### config.mk
export PLATFORM = sky130hd
export DESIGN_NAME = gnss_imu_frame_deframer_core_flat
export DESIGN_NICKNAME = d
export VERILOG_FILES = /design/src/rtl/gifd_pkg.sv /design/src/rtl/gifd_byte_if.sv /design/src/rtl/gifd_field_if.sv /design/src/rtl/gnss_imu_frame_deframer_core.sv /design/src/flat_wrapper.sv
export SDC_FILE = /design/constraint.sdc
export NUM_CORES = 1
export LEC_CHECK = 0
export BUFFER_PORTS_ARGS = -buffer_cell sky130_fd_sc_hd__buf_2
export CAP_MARGIN = 30
export CORE_MARGIN = 2
export CORE_UTILIZATION = 37
export CTS_BUF_LIST = sky130_fd_sc_hd__clkbuf_8
export DETAILED_ROUTE_END_ITERATION = 7
export MAX_ROUTING_LAYER = met4
export SLEW_MARGIN = 20
export SYNTH_ARGS = -nofsm -noshare
export SYNTH_HDL_FRONTEND = slang
export SYNTH_SLANG_ARGS = --single-unit
export TNS_END_PERCENT = 5
### constraint.sdc
create_clock -name clk -period 9.9 [get_ports clk]
set_clock_uncertainty 0.1 [all_clocks]
set_input_delay 1.98 -clock clk [delete_from_list [all_inputs] [get_ports clk]]
set_output_delay 1.98 -clock clk [all_outputs]
set_load 0.03 [all_outputs]
### src/rtl/gifd_pkg.sv
// Shared constants, types and field-size lookup for the GNSS/IMU frame deframer.
// No dependencies; used by the field interface, the core and the checker.
package gifd_pkg;

    localparam logic [7:0] SYNC_FIRST  = 8'hAA;
    localparam logic [7:0] SYNC_SECOND = 8'h55;
    localparam logic [7:0] STATUS_MASK = 8'h3F;

    localparam int STORE_FIRST = 3;
    localparam int STORE_DEPTH = 65;
    localparam int IDX_WIDTH   = $clog2(STORE_DEPTH);
    localparam int FIELD_COUNT = 20;
    localparam int ID_WIDTH    = 5;
    localparam int VALUE_WIDTH = 64;
    localparam int QUAL_WIDTH  = 2;

    typedef logic [ID_WIDTH-1:0]    field_id_t;
    typedef logic [IDX_WIDTH-1:0]   store_idx_t;
    typedef logic [VALUE_WIDTH-1:0] field_value_t;
    typedef logic [QUAL_WIDTH-1:0]  quality_t;

    // Field identifiers
    localparam field_id_t ID_MODE     = 5'd0;
    localparam field_id_t ID_WEEK     = 5'd1;
    localparam field_id_t ID_MS       = 5'd2;
    localparam field_id_t ID_SATS     = 5'd3;
    localparam field_id_t ID_LAT      = 5'd4;
    localparam field_id_t ID_LON      = 5'd5;
    localparam field_id_t ID_ALT      = 5'd6;
    localparam field_id_t ID_HEADING  = 5'd12;
    localparam field_id_t ID_ACCEL_X  = 5'd13;
    localparam field_id_t ID_RATE_Z   = 5'd18;
    localparam field_id_t ID_STATUS   = 5'd19;

    // Quality codes for the status field
    localparam quality_t QUAL_BAD        = 2'd0;
    localparam quality_t QUAL_CONVERGING = 2'd1;
    localparam quality_t QUAL_GOOD       = 2'd2;

    // Number of bytes in a field, minus one
    function automatic logic [2:0] field_len(input field_id_t id);
        logic [2:0] r;
        case (id) inside
            ID_MODE, ID_SATS, ID_STATUS:    r = 3'd0;
            ID_WEEK, [ID_ACCEL_X:ID_RATE_Z]: r = 3'd1;
            ID_MS, [ID_ALT:ID_HEADING]:     r = 3'd3;
            default:                        r = 3'd7;
        endcase
        return r;
    endfunction

endpackage

### src/rtl/gifd_byte_if.sv
// Byte channel: valid/ready handshake carrying one received serial byte.
// Depends on nothing.
interface gifd_byte_if;
    logic       valid;
    logic       ready;
    logic [7:0] data_byte;

    modport source (output valid, output data_byte, input ready);
    modport sink   (input valid, input data_byte, output ready);
endinterface

### src/rtl/gifd_field_if.sv
// Field channel: valid/ready handshake carrying one decoded frame field.
// Depends on gifd_pkg for the payload types.
interface gifd_field_if;
    logic                  valid;
    logic                  ready;
    gifd_pkg::field_id_t    field_id;
    gifd_pkg::field_value_t field_value;
    gifd_pkg::quality_t     quality;
    logic                  last_field;

    modport source (output valid, output field_id, output field_value, output quality,
                    output last_field, input ready);
    modport sink   (input valid, input field_id, input field_value, input quality,
                    input last_field, output ready);
endinterface

### src/rtl/gnss_imu_frame_deframer_core.sv
// Top level of the GNSS/IMU frame deframer: sync hunt, byte store and field emitter.
// Depends on gifd_pkg, gifd_byte_if and gifd_field_if.
//
// Usage
//   byte_in   : one serial byte per request. The block hunts for AA then 55, takes a
//               length byte L and then L+1 body bytes. Body bytes at frame offsets
//               3..67 go into a 65-byte single-port-write store with a registered read.
//   field_out : at frame end the block emits 20 little-endian fields, id 0..19, the
//               last one marked with last_field. Short frames reuse stale store bytes.
//   Emitter   : after the closing byte is taken the emitter reads the store one byte a
//               cycle while the read data stage is not held, so a full run of 20
//               fields reads all 65 store bytes through the issue and data stages.
//   Throughput: one byte per cycle unless the store interlock holds it. While a run is
//               being emitted, body bytes of the next frame are taken as long as their
//               store entry has already been read; a closing byte waits until every
//               store read of the run is issued. The store read port therefore sets
//               the frame rate: one full run of store reads per frame.
//   Reset     : rst_n clears the hunt, the emitter and the per-entry valid bits, so
//               the store reads as all zero until written.
//   Stall     : when field_out is stalled the output register holds its request, the
//               emitter stops reads once a field's last byte waits in the data stage,
//               and back-pressure reaches byte_in only via the store interlock above.
module gnss_imu_frame_deframer_core (
    input  logic               clk,
    input  logic               rst_n,
    gifd_byte_if.sink          byte_in,
    gifd_field_if.source       field_out
);

    localparam int POS_WIDTH   = 9;
    localparam int LAST_IDX    = gifd_pkg::STORE_DEPTH - 1;
    localparam int IDX_WIDTH_C = gifd_pkg::IDX_WIDTH;

    // Frame tracking
    logic [POS_WIDTH-1:0] pos_reg, pos_next;
    logic [7:0]           len_reg, len_next;

    logic [POS_WIDTH-1:0] frame_end;
    logic [POS_WIDTH-1:0] wr_off;
    logic                 in_body;
    logic                 at_end;
    logic                 past_end;
    logic                 in_store;
    logic                 blocked;
    logic                 accept;
    logic                 wr_en;
    logic                 emit_start;

    // Byte store and its valid bits
    logic [7:0]                        mem [gifd_pkg::STORE_DEPTH];
    logic [gifd_pkg::STORE_DEPTH-1:0]  vld_reg;

    // Read issue stage
    logic                  busy_reg;
    gifd_pkg::store_idx_t  rd_idx_reg;
    gifd_pkg::field_id_t   f_id_reg;
    logic [2:0]            f_bpos_reg;
    logic                  f_lastb;
    logic                  rd_en;

    // Read data stage
    logic                  d_vld_reg;
    gifd_pkg::field_id_t   d_id_reg;
    logic [2:0]            d_bpos_reg;
    logic                  d_last_reg;
    logic                  d_bv_reg;
    logic [7:0]            rd_data_reg;
    logic                  d_take;
    logic [7:0]            d_byte;

    // Field assembly
    gifd_pkg::field_value_t acc_reg;
    gifd_pkg::field_value_t acc_cur;
    gifd_pkg::field_value_t sext_val;
    gifd_pkg::field_value_t fin_val;
    gifd_pkg::quality_t     fin_q;
    logic [5:0]             status;

    // Output register
    logic                   o_vld_reg;
    gifd_pkg::field_id_t    o_id_reg;
    gifd_pkg::field_value_t o_val_reg;
    gifd_pkg::quality_t     o_q_reg;
    logic                   o_last_reg;
    logic                   out_free;

    // ---------------------------------------------------------------------
    // Input side: frame position, store write and interlock against the emitter
    // ---------------------------------------------------------------------
    always_comb
    begin
        frame_end = {1'b0, len_reg} + POS_WIDTH'(gifd_pkg::STORE_FIRST);
        wr_off    = pos_reg - POS_WIDTH'(gifd_pkg::STORE_FIRST);
        in_body   = pos_reg >= POS_WIDTH'(gifd_pkg::STORE_FIRST);
        at_end    = in_body && (pos_reg == frame_end);
        past_end  = in_body && (pos_reg > frame_end);
        in_store  = in_body && (wr_off < POS_WIDTH'(gifd_pkg::STORE_DEPTH));

        // Hold the byte while the store entry it overwrites is still unread,
        // or while a closing byte would restart an emitter that is busy.
        blocked = busy_reg && in_body && !past_end &&
                  (at_end || (in_store && (wr_off[IDX_WIDTH_C-1:0] >= rd_idx_reg)));

        accept     = byte_in.valid && !blocked;
        wr_en      = accept && in_store && !past_end;
        emit_start = accept && at_end;

        pos_next = pos_reg;
        len_next = len_reg;
        if (accept)
        begin
            if (pos_reg == POS_WIDTH'(0))
            begin
                pos_next = (byte_in.data_byte == gifd_pkg::SYNC_FIRST) ? POS_WIDTH'(1)
                                                                       : POS_WIDTH'(0);
            end
            else if (pos_reg == POS_WIDTH'(1))
            begin
                pos_next = (byte_in.data_byte == gifd_pkg::SYNC_SECOND) ? POS_WIDTH'(2)
                                                                        : POS_WIDTH'(0);
            end
            else if (pos_reg == POS_WIDTH'(2))
            begin
                len_next = byte_in.data_byte;
                pos_next = POS_WIDTH'(3);
            end
            else if (past_end || at_end)
            begin
                pos_next = POS_WIDTH'(0);
            end
            else
            begin
                pos_next = pos_reg + POS_WIDTH'(1);
            end
        end
    end

    assign byte_in.ready = !blocked;

    // ---------------------------------------------------------------------
    // Emitter: issue one store read a cycle unless the data stage is held, walking fields in order
    // ---------------------------------------------------------------------
    assign out_free = !o_vld_reg || field_out.ready;
    assign d_take   = d_vld_reg && (!d_last_reg || out_free);
    assign rd_en    = busy_reg && (!d_vld_reg || d_take);
    assign f_lastb  = (f_bpos_reg == gifd_pkg::field_len(f_id_reg));

    // Store: write from the input side, registered read for the emitter
    always_ff @(posedge clk)
    begin
        if (wr_en)
        begin
            mem[wr_off[IDX_WIDTH_C-1:0]] <= byte_in.data_byte;
        end
        if (rd_en)
        begin
            rd_data_reg <= mem[rd_idx_reg];
        end
    end

    // Field assembly: the first byte of a field starts from zero
    always_comb
    begin
        d_byte  = d_bv_reg ? rd_data_reg : 8'h00;
        acc_cur = ((d_bpos_reg == 3'd0) ? '0 : acc_reg) |
                  (gifd_pkg::field_value_t'(d_byte) << {d_bpos_reg, 3'b000});

        sext_val = {{48{acc_cur[15]}}, acc_cur[15:0]};
        status   = acc_cur[5:0] & gifd_pkg::STATUS_MASK[5:0];
        fin_q    = gifd_pkg::QUAL_BAD;

        case (d_id_reg) inside
            [gifd_pkg::ID_ACCEL_X:gifd_pkg::ID_RATE_Z]:
            begin
                // Negate the yaw rate after sign extension
                fin_val = (d_id_reg == gifd_pkg::ID_RATE_Z) ? ('0 - sext_val) : sext_val;
            end
            gifd_pkg::ID_STATUS:
            begin
                fin_val = gifd_pkg::field_value_t'(status);
                if (status == 6'd1)
                begin
                    fin_q = gifd_pkg::QUAL_CONVERGING;
                end
                else if (status == 6'd2)
                begin
                    fin_q = gifd_pkg::QUAL_GOOD;
                end
            end
            default:
            begin
                fin_val = acc_cur;
            end
        endcase
    end

    // Control registers
    always_ff @(posedge clk or negedge rst_n)
    begin
        if (!rst_n)
        begin
            pos_reg    <= '0;
            len_reg    <= '0;
            vld_reg    <= '0;
            busy_reg   <= 1'b0;
            rd_idx_reg <= '0;
            f_id_reg   <= '0;
            f_bpos_reg <= '0;
            d_vld_reg  <= 1'b0;
            o_vld_reg  <= 1'b0;
        end
        else
        begin
            pos_reg <= pos_next;
            len_reg <= len_next;

            if (wr_en)
            begin
                vld_reg[wr_off[IDX_WIDTH_C-1:0]] <= 1'b1;
            end

            if (emit_start)
            begin
                busy_reg   <= 1'b1;
                rd_idx_reg <= '0;
                f_id_reg   <= '0;
                f_bpos_reg <= '0;
            end
            else if (rd_en)
            begin
                rd_idx_reg <= rd_idx_reg + 1'b1;
                if (rd_idx_reg == IDX_WIDTH_C'(LAST_IDX))
                begin
                    busy_reg <= 1'b0;
                end
                if (f_lastb)
                begin
                    f_bpos_reg <= '0;
                    f_id_reg   <= f_id_reg + 1'b1;
                end
                else
                begin
                    f_bpos_reg <= f_bpos_reg + 1'b1;
                end
            end

            if (rd_en)
            begin
                d_vld_reg <= 1'b1;
            end
            else if (d_take)
            begin
                d_vld_reg <= 1'b0;
            end

            if (d_take && d_last_reg)
            begin
                o_vld_reg <= 1'b1;
            end
            else if (field_out.ready)
            begin
                o_vld_reg <= 1'b0;
            end
        end
    end

    // Payload registers
    always_ff @(posedge clk)
    begin
        if (rd_en)
        begin
            d_id_reg   <= f_id_reg;
            d_bpos_reg <= f_bpos_reg;
            d_last_reg <= f_lastb;
            d_bv_reg   <= vld_reg[rd_idx_reg];
        end
        if (d_take)
        begin
            acc_reg <= acc_cur;
        end
        if (d_take && d_last_reg)
        begin
            o_id_reg   <= d_id_reg;
            o_val_reg  <= fin_val;
            o_q_reg    <= fin_q;
            o_last_reg <= (d_id_reg == gifd_pkg::ID_STATUS);
        end
    end

    assign field_out.valid       = o_vld_reg;
    assign field_out.field_id    = o_id_reg;
    assign field_out.field_value = o_val_reg;
    assign field_out.quality     = o_q_reg;
    assign field_out.last_field  = o_last_reg;

endmodule

### src/flat_wrapper.sv
// flat-port wrapper written by rule: the top's interface ports become plain ports
module gnss_imu_frame_deframer_core_flat 
  (clk, rst_n, byte_in_valid, byte_in_data_byte, byte_in_ready, field_out_valid, field_out_field_id, field_out_field_value, field_out_quality, field_out_last_field, field_out_ready);
  gifd_byte_if byte_in_i ();
  gifd_field_if field_out_i ();
  input  logic clk;
  input  logic rst_n;
  input wire logic [$bits(byte_in_i.valid)-1:0] byte_in_valid;
  input wire logic [$bits(byte_in_i.data_byte)-1:0] byte_in_data_byte;
  output wire logic [$bits(byte_in_i.ready)-1:0] byte_in_ready;
  output wire logic [$bits(field_out_i.valid)-1:0] field_out_valid;
  output wire logic [$bits(field_out_i.field_id)-1:0] field_out_field_id;
  output wire logic [$bits(field_out_i.field_value)-1:0] field_out_field_value;
  output wire logic [$bits(field_out_i.quality)-1:0] field_out_quality;
  output wire logic [$bits(field_out_i.last_field)-1:0] field_out_last_field;
  input wire logic [$bits(field_out_i.ready)-1:0] field_out_ready;
  assign byte_in_i.valid = byte_in_valid;
  assign byte_in_i.data_byte = byte_in_data_byte;
  assign byte_in_ready = byte_in_i.ready;
  assign field_out_valid = field_out_i.valid;
  assign field_out_field_id = field_out_i.field_id;
  assign field_out_field_value = field_out_i.field_value;
  assign field_out_quality = field_out_i.quality;
  assign field_out_last_field = field_out_i.last_field;
  assign field_out_i.ready = field_out_ready;
  gnss_imu_frame_deframer_core u_core (.clk(clk), .rst_n(rst_n), .byte_in(byte_in_i), .field_out(field_out_i));
endmodule
# Word level (Yosys, flattened, before mapping)
# Memories as Yosys holds them, arrays and structs flattened. A register that Yosys moved wholly into a read port is not among the register bits.
# Index checks and enable logic that the tools add are counted.
# classes
add_sub_neg	7
order_cmp	13
eq_ne	15
shift	1
bitwise	5
mux	37
reduce_logical	44
# ops
op	count
$mux 64	4
$or 65x65->65	1
$or 64x64->64	1
$shl 8x6->64	1
$mux 9	4
$logic_and 1x1->1	18
$mux 3	6
$sub 1x16->17 const A	1
$lt 7x8->1 const B	2
$eq 5x5->1 const B	3
$mux 5	3
$mux 7	2
$mux 1	13
$eq 5x2->1 const B	2
$ge 5x4->1 const B	2
$le 5x5->1 const B	2
$reduce_bool 2->1	5
$add 8x2->9 const B	1
$add 9x1->9 const B	1
$eq 9x1->1 const B	1
$eq 9x2->1 const B	1
$eq 9x9->1	1
$ge 9x2->1 const B	1
$gt 9x9->1	1
other kinds (30)	45
# totals
n_memories	1
wordCells	142
output_inout_bits	74
inputBits	12
mem_bits_rw	520
reg_bits	246
# mem_list
memory	words	width	read_ports	rd_clocked_by_memory_dff	write_ports	line	rtl
u_core.mem	65	8	1	1	1	gnss_imu_frame_deframer_core.sv:50	logic [7:0] mem [gifd_pkg::STORE_DEPTH];

# Depth between registers and ports, before layout
# Gate-level depths: netlist (run 1).
# logic_depth
ltp_word	12
mapped_depth	15
ltp_nobuf	11

# Least setup slack after synthesis (run 1)
# Ideal clock, no wire load.
# synth_path
path_type	in2reg
start	input field_out_ready
end	register u_core.o_id_reg[0], in the netlist u_core.field_out.field_id[0] (enable)
cell_stages	3
path_slack_ns	0.532
arrival_time_ns	8.830
required_time_ns	9.362
setup_time_ns	0.438
n_path_buf	0
cell_sequence	nor2b_1 -> a21boi_0 -> and2_1
# synth_between
elab_chain_cells	4
# synth_lines
item	line	rtl
start, declared	flat_wrapper.sv:16	input wire logic [$bits(field_out_i.ready)-1:0] field_out_ready;
$logic_or 1x1->1	gnss_imu_frame_deframer_core.sv:143	assign out_free = !o_vld_reg || field_out.ready;
$logic_or 1x1->1	gnss_imu_frame_deframer_core.sv:144	assign d_take = d_vld_reg && (!d_last_reg || out_free);
$logic_and 1x1->1	gnss_imu_frame_deframer_core.sv:144	
net u_core.d_take	gnss_imu_frame_deframer_core.sv:68	logic d_take;
$logic_and 1x1->1	gnss_imu_frame_deframer_core.sv:281	if (d_take && d_last_reg)
end signal, assigned	gnss_imu_frame_deframer_core.sv:283	o_id_reg <= d_id_reg;
end, declared	gnss_imu_frame_deframer_core.sv:81	gifd_pkg::field_id_t o_id_reg;
# The timed path passes the listed nets, and every way through them passes these cells.
# A chain may end at the register's enable or synchronous reset.

# Worst setup path in the final report (run 1)
# layout_path
start	register u_core.pos_reg[0]
end	output byte_in_ready
# layout_between
elab_chain_cells	7
word_cells_on_any_way	16
cone_classes	add/sub (1); order compare (4); eq/ne (1); reduce/logical (10)
# layout_lines
item	line	rtl
start, declared	gnss_imu_frame_deframer_core.sv:35	logic [POS_WIDTH-1:0] pos_reg, pos_next;
start signal, assigned	gnss_imu_frame_deframer_core.sv:214	pos_reg <= pos_next;
$sub 9x2->9	gnss_imu_frame_deframer_core.sv:93	wr_off = pos_reg - POS_WIDTH'(gifd_pkg::STORE_FIRST);
$lt 9x7->1	gnss_imu_frame_deframer_core.sv:97	in_store = in_body && (wr_off < POS_WIDTH'(gifd_pkg::STORE_DEPTH));
$logic_and 1x1->1	gnss_imu_frame_deframer_core.sv:97	
$logic_and 1x1->1	gnss_imu_frame_deframer_core.sv:102	(at_end || (in_store && (wr_off[IDX_WIDTH_C-1:0] >= rd_idx_reg)));
$logic_or 1x1->1	gnss_imu_frame_deframer_core.sv:102	
$logic_and 1x1->1 (*)	gnss_imu_frame_deframer_core.sv:101	blocked = busy_reg && in_body && !past_end &&
$logic_not 1->1 (*)	gnss_imu_frame_deframer_core.sv:138	assign byte_in.ready = !blocked;
end, declared	flat_wrapper.sv:10	output wire logic [$bits(byte_in_i.ready)-1:0] byte_in_ready;
# Mark *: on every way between the ends. The rest lies on a longest branch, timed or not.

==> summary.md, run 1 <==
| Metric | Value |
|---|---|
| Top_reg_cell synth | edfxtp_1 |
| Number of flip-flops under the largest register name | 520 |
| Setup TNS | 0 ns |
| DRC | 0 |
| Lkg Pwr | 13.2 nW |
| H-tree Lvls | 3 |
| Part of the power in combinational logic | 0.345 |
| Vias | around 19000 |
| Peak supply drop | ~0.2 mV |
| Core Rows | approximately 110 |
| Number of synthesis warnings | 0 |
| Gpl congestion | a little over 0.9 |
| Finished Layout Cells | approximately 3500 |
| Worst EP arrival | 4.75 ns |
| Port buffer count | 85 |
| Synthesized Nets | around 2100 |
| Max Root-Sink Buffers | 3 |
| Top-area cell type share of the netlist area | 0.617 |
| First-pass GRT wire length | roughly 120 mm |
| Post-CTS Resized | 0 |
| Share of cells above drive strength 1 | 0.254 |
| Largest area contributor in the netlist | edfxtp_1 |
| Area added between synthesis and finish | 14.3% |
| Tcrit/Tclk final | 0.690 |
| Die width | 302 µm |
| Ranking of synthesized cells by area | edfxtp_1, mux4_2, dfrtp_1 |
| Cell area after layout | 37500 µm² |
| Worst EP required | about 8 ns |
| Initial DRC Count | approximately 2000 |
| Slew margin rel. | 0.328 |
| Pre-antenna DRT Iters | 6 |
| Synthesized flop and latch total | just under 800 |
| Seq. cell area | roughly 23000 µm² |
| Multi-input logic area | approximately 9500 µm² |
| Initial Utilization | 0.372 |
| Final nets | 2257 |
| Post-synthesis instance total | about 2000 |
| Worst path most repeated cell | ha_1 |
| Status | finished, final reports clean |
| Internal power | ~7.0 mW |
| Max cap viols | 0 |
| HPWL after DPL | between 50 and 60 mm |
| Core area | slightly below 90000 µm² |
| Post-synth EDFFs | 674 |
| Top-count cell post-synth | edfxtp_1 |
| Min-Delay Path Class | reg -> reg |
| F_max | 146 MHz |
| P per Cell Area | ~300 nW/µm² |
| GR Util All Layers | 0.187 |
| CP top delay family | simple AND/OR/NAND/NOR gates |
| Tmin final | roughly 6.8 ns |
| Unrepaired setup endpoints after global routing | false |
| Final setup vio count | 0 |
| IO Count | between 80 and 90 |
| Clock Latency Late Sink | between 0.7 and 0.8 ns |
| Die area | slightly above 90000 µm² |
| Root Driver | clkbuf_8 |
| CTS Sinks | just under 800 |
| WL final | about 83 mm |
| Die Ht | between 300 and 400 µm |
| Vias/cell | 5.55 |
| Async SR Flop Fraction | 0.129 |
| Crit path max-delay cell type | dfrtp_1 |
| Fill cells | 7891 |
| Critical-path cell list | ha_1, or3_4, or4_1, and2_1, inv_2, ha_1, and3_1, a311oi_1, a21oi_1, nand2_1, a21o_1, buf_2 |
| Sequential share of power | 0.407 |
| CTS Buf Count | 121 |
| Clock Power Share | 0.248 |
| Slew Viols, Final | 0 |
| CP Capture Type | output port |
| Final Hold Fails | 0 |
| Worst path bufs/invs | 2 |
| Tightest Pin Transition | ~1.0 ns |
| Hold_ws | 0.362 ns |
| Seq/Total Area, Yosys | 0.693 |
| Synth Area per Inst | ~16 µm² |
| Psw | approximately 4.1 mW |
| Slowest Stage Delay on Critical Path | 0.58 ns |
| Netlist cell types | 75 |
| Largest net degree at the start of global routing | between 100 and 150 |
| Mapped Area | 32800 µm² |
| Final ANT Viol Nets | 0 |
| Cell Count Post-Placement | around 3200 |
| Post-detailed-route wirelength per cell | around 24 µm |
| Worst setup margin | ~3.1 ns |
| Crit-path max FO | 18 |
| Post-synth top cells | edfxtp_1, nand2_1, mux4_2 |
| Sw Ratio | 0.367 |
| Clock transition at path regs | around 0.060 ns |
| Number of global-route vias before repair | approximately 19000 |
| Pre-CTS WS | between 3 and 4 ns |
| Hold buffers post-CTS | 0 |
| Post-CTS setup buffers | 0 |
| Dpl cell area | ~35000 µm² |
| CTS tree | yes |
| Worst Path Class, Setup | reg -> out |
| Congestion Overflow GR | 0 |
| Initial antenna violation count | 2 |
| Worst setup SP type | flop |
-- cell usage in the layout (no fill, tap or decap), drive strengths merged, types with 31 or more instances in the layout --
cell / Yosys / final
ha: 31 / 31
mux4: 172 / 172
nor2: 97 / 97
clkinv: 0 / 50
dfrtp: 100 / 100
nor3: 34 / 34
o21ai: 75 / 75
edfxtp: 674 / 674
clkbuf: 72 / 128
nand2: 272 / 272
buf: 45 / 166
inv: 44 / 77
nand3: 34 / 34
nor4: 59 / 59
-- stage by stage --
step | power (mW) | util
after floorplan | 7.16 | -
after global placement | 8.31 | 0.396
after detailed placement | 8.39 | 0.396
after CTS | 11.1 | 0.424
after global routing | 11.6 | 0.426
final | 11.1 | 0.426
-- final cells by class --
class	count	share of cell area
clock inverter	100	0.0203
sequential	774	0.607
antenna	1	0.0000667
tap	1165	0.0389
inverter	44	0.00440
timing repair buffer	170	0.0302
multi-input combinational	1103	0.254
clock buffer	124	0.0455
-- power groups by stage --
stage	registers (mW)	logic (mW)	clock network, mW
after detailed placement	4.57	3.81	0
after global placement	4.55	3.76	0
after floorplan	4.63	2.52	0
final	4.51	3.83	2.74
after global routing	4.56	4.13	2.95
after CTS	4.51	3.82	2.81
-- worst paths after layout --
kind	cells past startpoint	endpoint	slack (ns)	from
hold / removal	1	u_core.vld_reg[8]	0.36	u_core.vld_reg[8]
min in group asynchronous	1	u_core.vld_reg[25]	1.06	rst_n
hold reg to reg	1	u_core.vld_reg[8]	0.36	u_core.vld_reg[8]
setup reg to reg	13	u_core.mem[25][4]	4.19	u_core.pos_reg[0]
setup / recovery	12	byte_in_ready	3.07	u_core.pos_reg[0]
max in group asynchronous	3	u_core.rd_idx_reg[1]	7.55	rst_n
-- worst reg2reg max path, stage by stage (launching register included) --
cell and delay (ns):
dfrtp_1 0.58, ha_1 0.44, or3_4 0.45, or4_1 0.41, and2_1 0.31, inv_2 0.25, ha_1 0.28, and3_1 0.18
a311oi_1 0.48, a31o_2 0.33, nand2_4 0.16, buf_4 0.38, nor4_1 0.77, buf_4 0.26
-- routing by layer --
layer / vias up / wire (µm) / GRT usage
met4: 0 / 2210 / 0.0566
met3: 133 / 5250 / 0.0312
met1: 9949 / 35100 / 0.248
met2: 793 / 40100 / 0.296
li1: 8439 / - / -
met5: - / 0 / -
-- kinds of logic after synthesis --
group,share of synthesized area
adder cells (fa/ha/maj),0.0118
XOR/XNOR,0.00610
multiplexers,0.129
AO/OA/AOI/OAI,0.0533
AND/OR/NAND/NOR,0.0862
buffers and inverters,0.0200
flip-flops,0.693
(Power assumes the default switching activity.)
==> run 2: changes to the inputs <==
Clock period 9.9 ns to 6.5 ns, I/O delays scaled along.
==> run 2 against run 1 <==
Compared with the run above: sequential cell count did not move; wire length rose by 5.3%; first-iteration DRC count rose by 20%; cell count rose by 0.63%; clock power rose by 60%; sequential power rose by 52%; setup slack got worse by 2.8 ns; critical path type unchanged; power rose by 55%; sequential share of layout area fell by 0.40 points; largest power group unchanged; utilization rose by 0.28 points; via count rose by 1.6%; hold slack got worse by 0.0081 ns.
==> summary.md, run 2 (synthesized netlist as in run 1, its figures left out) <==
| Metric | Value |
|---|---|
| Status | finished, final reports clean |
| Tightest Pin Transition | 0.921 ns |
| Highest metal used | met4 |
| Final Hold Fails | 0 |
| IO Count | 86 |
| Final ANT Viol Nets | 0 |
| Port buffer count | between 80 and 90 |
| Peak supply drop | about 0.35 mV |
| Congestion Overflow GR | 0 |
| Initial DRC Count | 2380 |
| Worst EP required | roughly 5.1 ns |
| HPWL after DPL | about 57 mm |
| Worst setup margin | 0.241 ns |
| Slew margin rel. | 0.381 |
| Final nets | between 2000 and 2500 |
| F_max | between 150 and 200 MHz |
| CTS Sinks | roughly 770 |
| Lkg Pwr | 13.4 nW |
| Share of cells above drive strength 1 | 0.266 |
| Vias | 19600 |
| Initial Utilization | 0.372 |
| Vias/cell | ~5.6 |
| Max Root-Sink Buffers | 3 |
| Unrepaired setup endpoints after global routing | false |
| Hold_ws | approximately 0.35 ns |
| CP startpoint | u_core.pos_reg[0] |
| Setup TNS | 0 ns |
| Finished Layout Cells | 3503 |
| Hold-critical path depth | 1 |
| Cell Count Post-Placement | approximately 3300 |
| Dpl cell area | approximately 35000 µm² |
| Wl on met1 | approximately 36 mm |
| Hold buffers post-CTS | 0 |
| WL final | roughly 87 mm |
| Initial antenna violation count | 2 |
| Worst Path Class, Setup | reg -> out |
| Tcrit/Tclk final | 0.963 |
| Pre-antenna DRT Iters | 5 |
| Area added between synthesis and finish | 15.1% |
| P per Cell Area | 456 nW/µm² |
| Worst R2R Path Depth | 13 |
| Fill cells | ~8000 |
| Die width | around 300 µm |
| Most common cell after layout, fill and taps aside | edfxtp_1 |
| Worst R2R End | u_core.mem[63][7] |
| H-tree Lvls | 3 |
| Number of global-route vias before repair | around 20000 |
| GR Util All Layers | 0.198 |
| Clock transition at path regs | ~0.06 ns |
| Min-Delay Path Class | reg -> reg |
| Worst EP arrival | 4.86 ns |
| Slew Viols, Final | 0 |
| Die Ht | slightly above 300 µm |
| Met2 wire length | around 42 mm |
| Hold Startpoint | u_core.vld_reg[28] |
| Hold Path Sink | u_core.vld_reg[28] |
| Worst setup SP type | flop |
| Number of flip-flops under the largest register name | 520 |
| CP Capture Type | output port |
| Root Driver | clkbuf_8 |
| Gpl congestion | 0.913 |
| Post-CTS setup buffers | 0 |
| Pre-CTS WS | 0.831 ns |
| Max cap viols | 0 |
| Core area | between 80000 and 90000 µm² |
| Crit-path max FO | 18 |
| Post-CTS Resized | 0 |
| Clock Latency Late Sink | 0.78 ns |
| Tmin final | ~6.3 ns |
| DRC | 0 |
| Largest net degree at the start of global routing | 66 |
| Commonest non-fill, non-tap cells in the layout | edfxtp_1, nand2_1, mux4_2 |
| CTS Buf Count | between 100 and 150 |
| Die area | between 90000 and 100000 µm² |
| Worst R2R Start | u_core.pos_reg[0] |
| First-pass GRT wire length | between 100 and 150 mm |
| CTS tree | yes |
| Core Rows | between 100 and 150 |
| Setup slack, reg-to-reg | 0.72 ns |
| Post-detailed-route wirelength per cell | around 25 µm |
| DR WL met3 | 6.67 mm |
| Final setup vio count | 0 |
| Cell area after layout | 37700 µm² |
[run 2: through the flow]
stage	total power, mW	util
floorplan	10.9	-
global placement	12.7	0.397
detailed placement	12.8	0.397
CTS	17.2	0.427
global route	18.0	0.428
finish	17.2	0.428
[run 2: worst max-delay path by stage]
stage                                              end  slack, ns  cells past startpoint
final                                    byte_in_ready       0.24                     12
after floorplan           u_core.field_out.field_id[0]       0.96                      3
after global routing                     byte_in_ready       0.06                     12
after global placement               u_core.mem[28][3]       1.07                     13
after CTS                                byte_in_ready       0.28                     12
after detailed placement              u_core.mem[9][2]       0.83                     11
[run 2: worst max-delay path, stage by stage (launching register included)]
cell and delay, ns:
dfrtp_1 0.58, ha_1 0.43, or3_4 0.45, or4_1 0.43, and2_1 0.30, inv_2 0.24, ha_1 0.28, and3_1 0.18
a311oi_1 0.55, a21oi_1 0.14, nand2_1 0.10, a21o_1 0.16, buf_2 0.22
[run 2: where the power goes]
part,switching (mW),internal [mW]
registers,0.538,6.31
logic,3.82,2.15
clock network,1.98,2.40
[run 2: cell type report]
cell class | instances | area [µm²] | share of cell area
Clock inverter | 98 | 813 | 0.0215
Inverter | 44 | 165 | 0.00438
Tap cell | 1165 | 1460 | 0.0386
Clock buffer | 131 | 1800 | 0.0478
Antenna cell | 3 | 7.51 | 0.000199
Timing Repair Buffer | 185 | 1260 | 0.0333
Sequential cell | 774 | 22700 | 0.603
Multi-Input combinational cell | 1103 | 9500 | 0.252
[run 2: per-layer routing]
metal  global-route usage  vias to the layer above
met5                    -                        -
met4               0.0648                        0
met3               0.0356                      146
met2                0.312                      901
met1                0.261                    10100
li1                     -                     8461
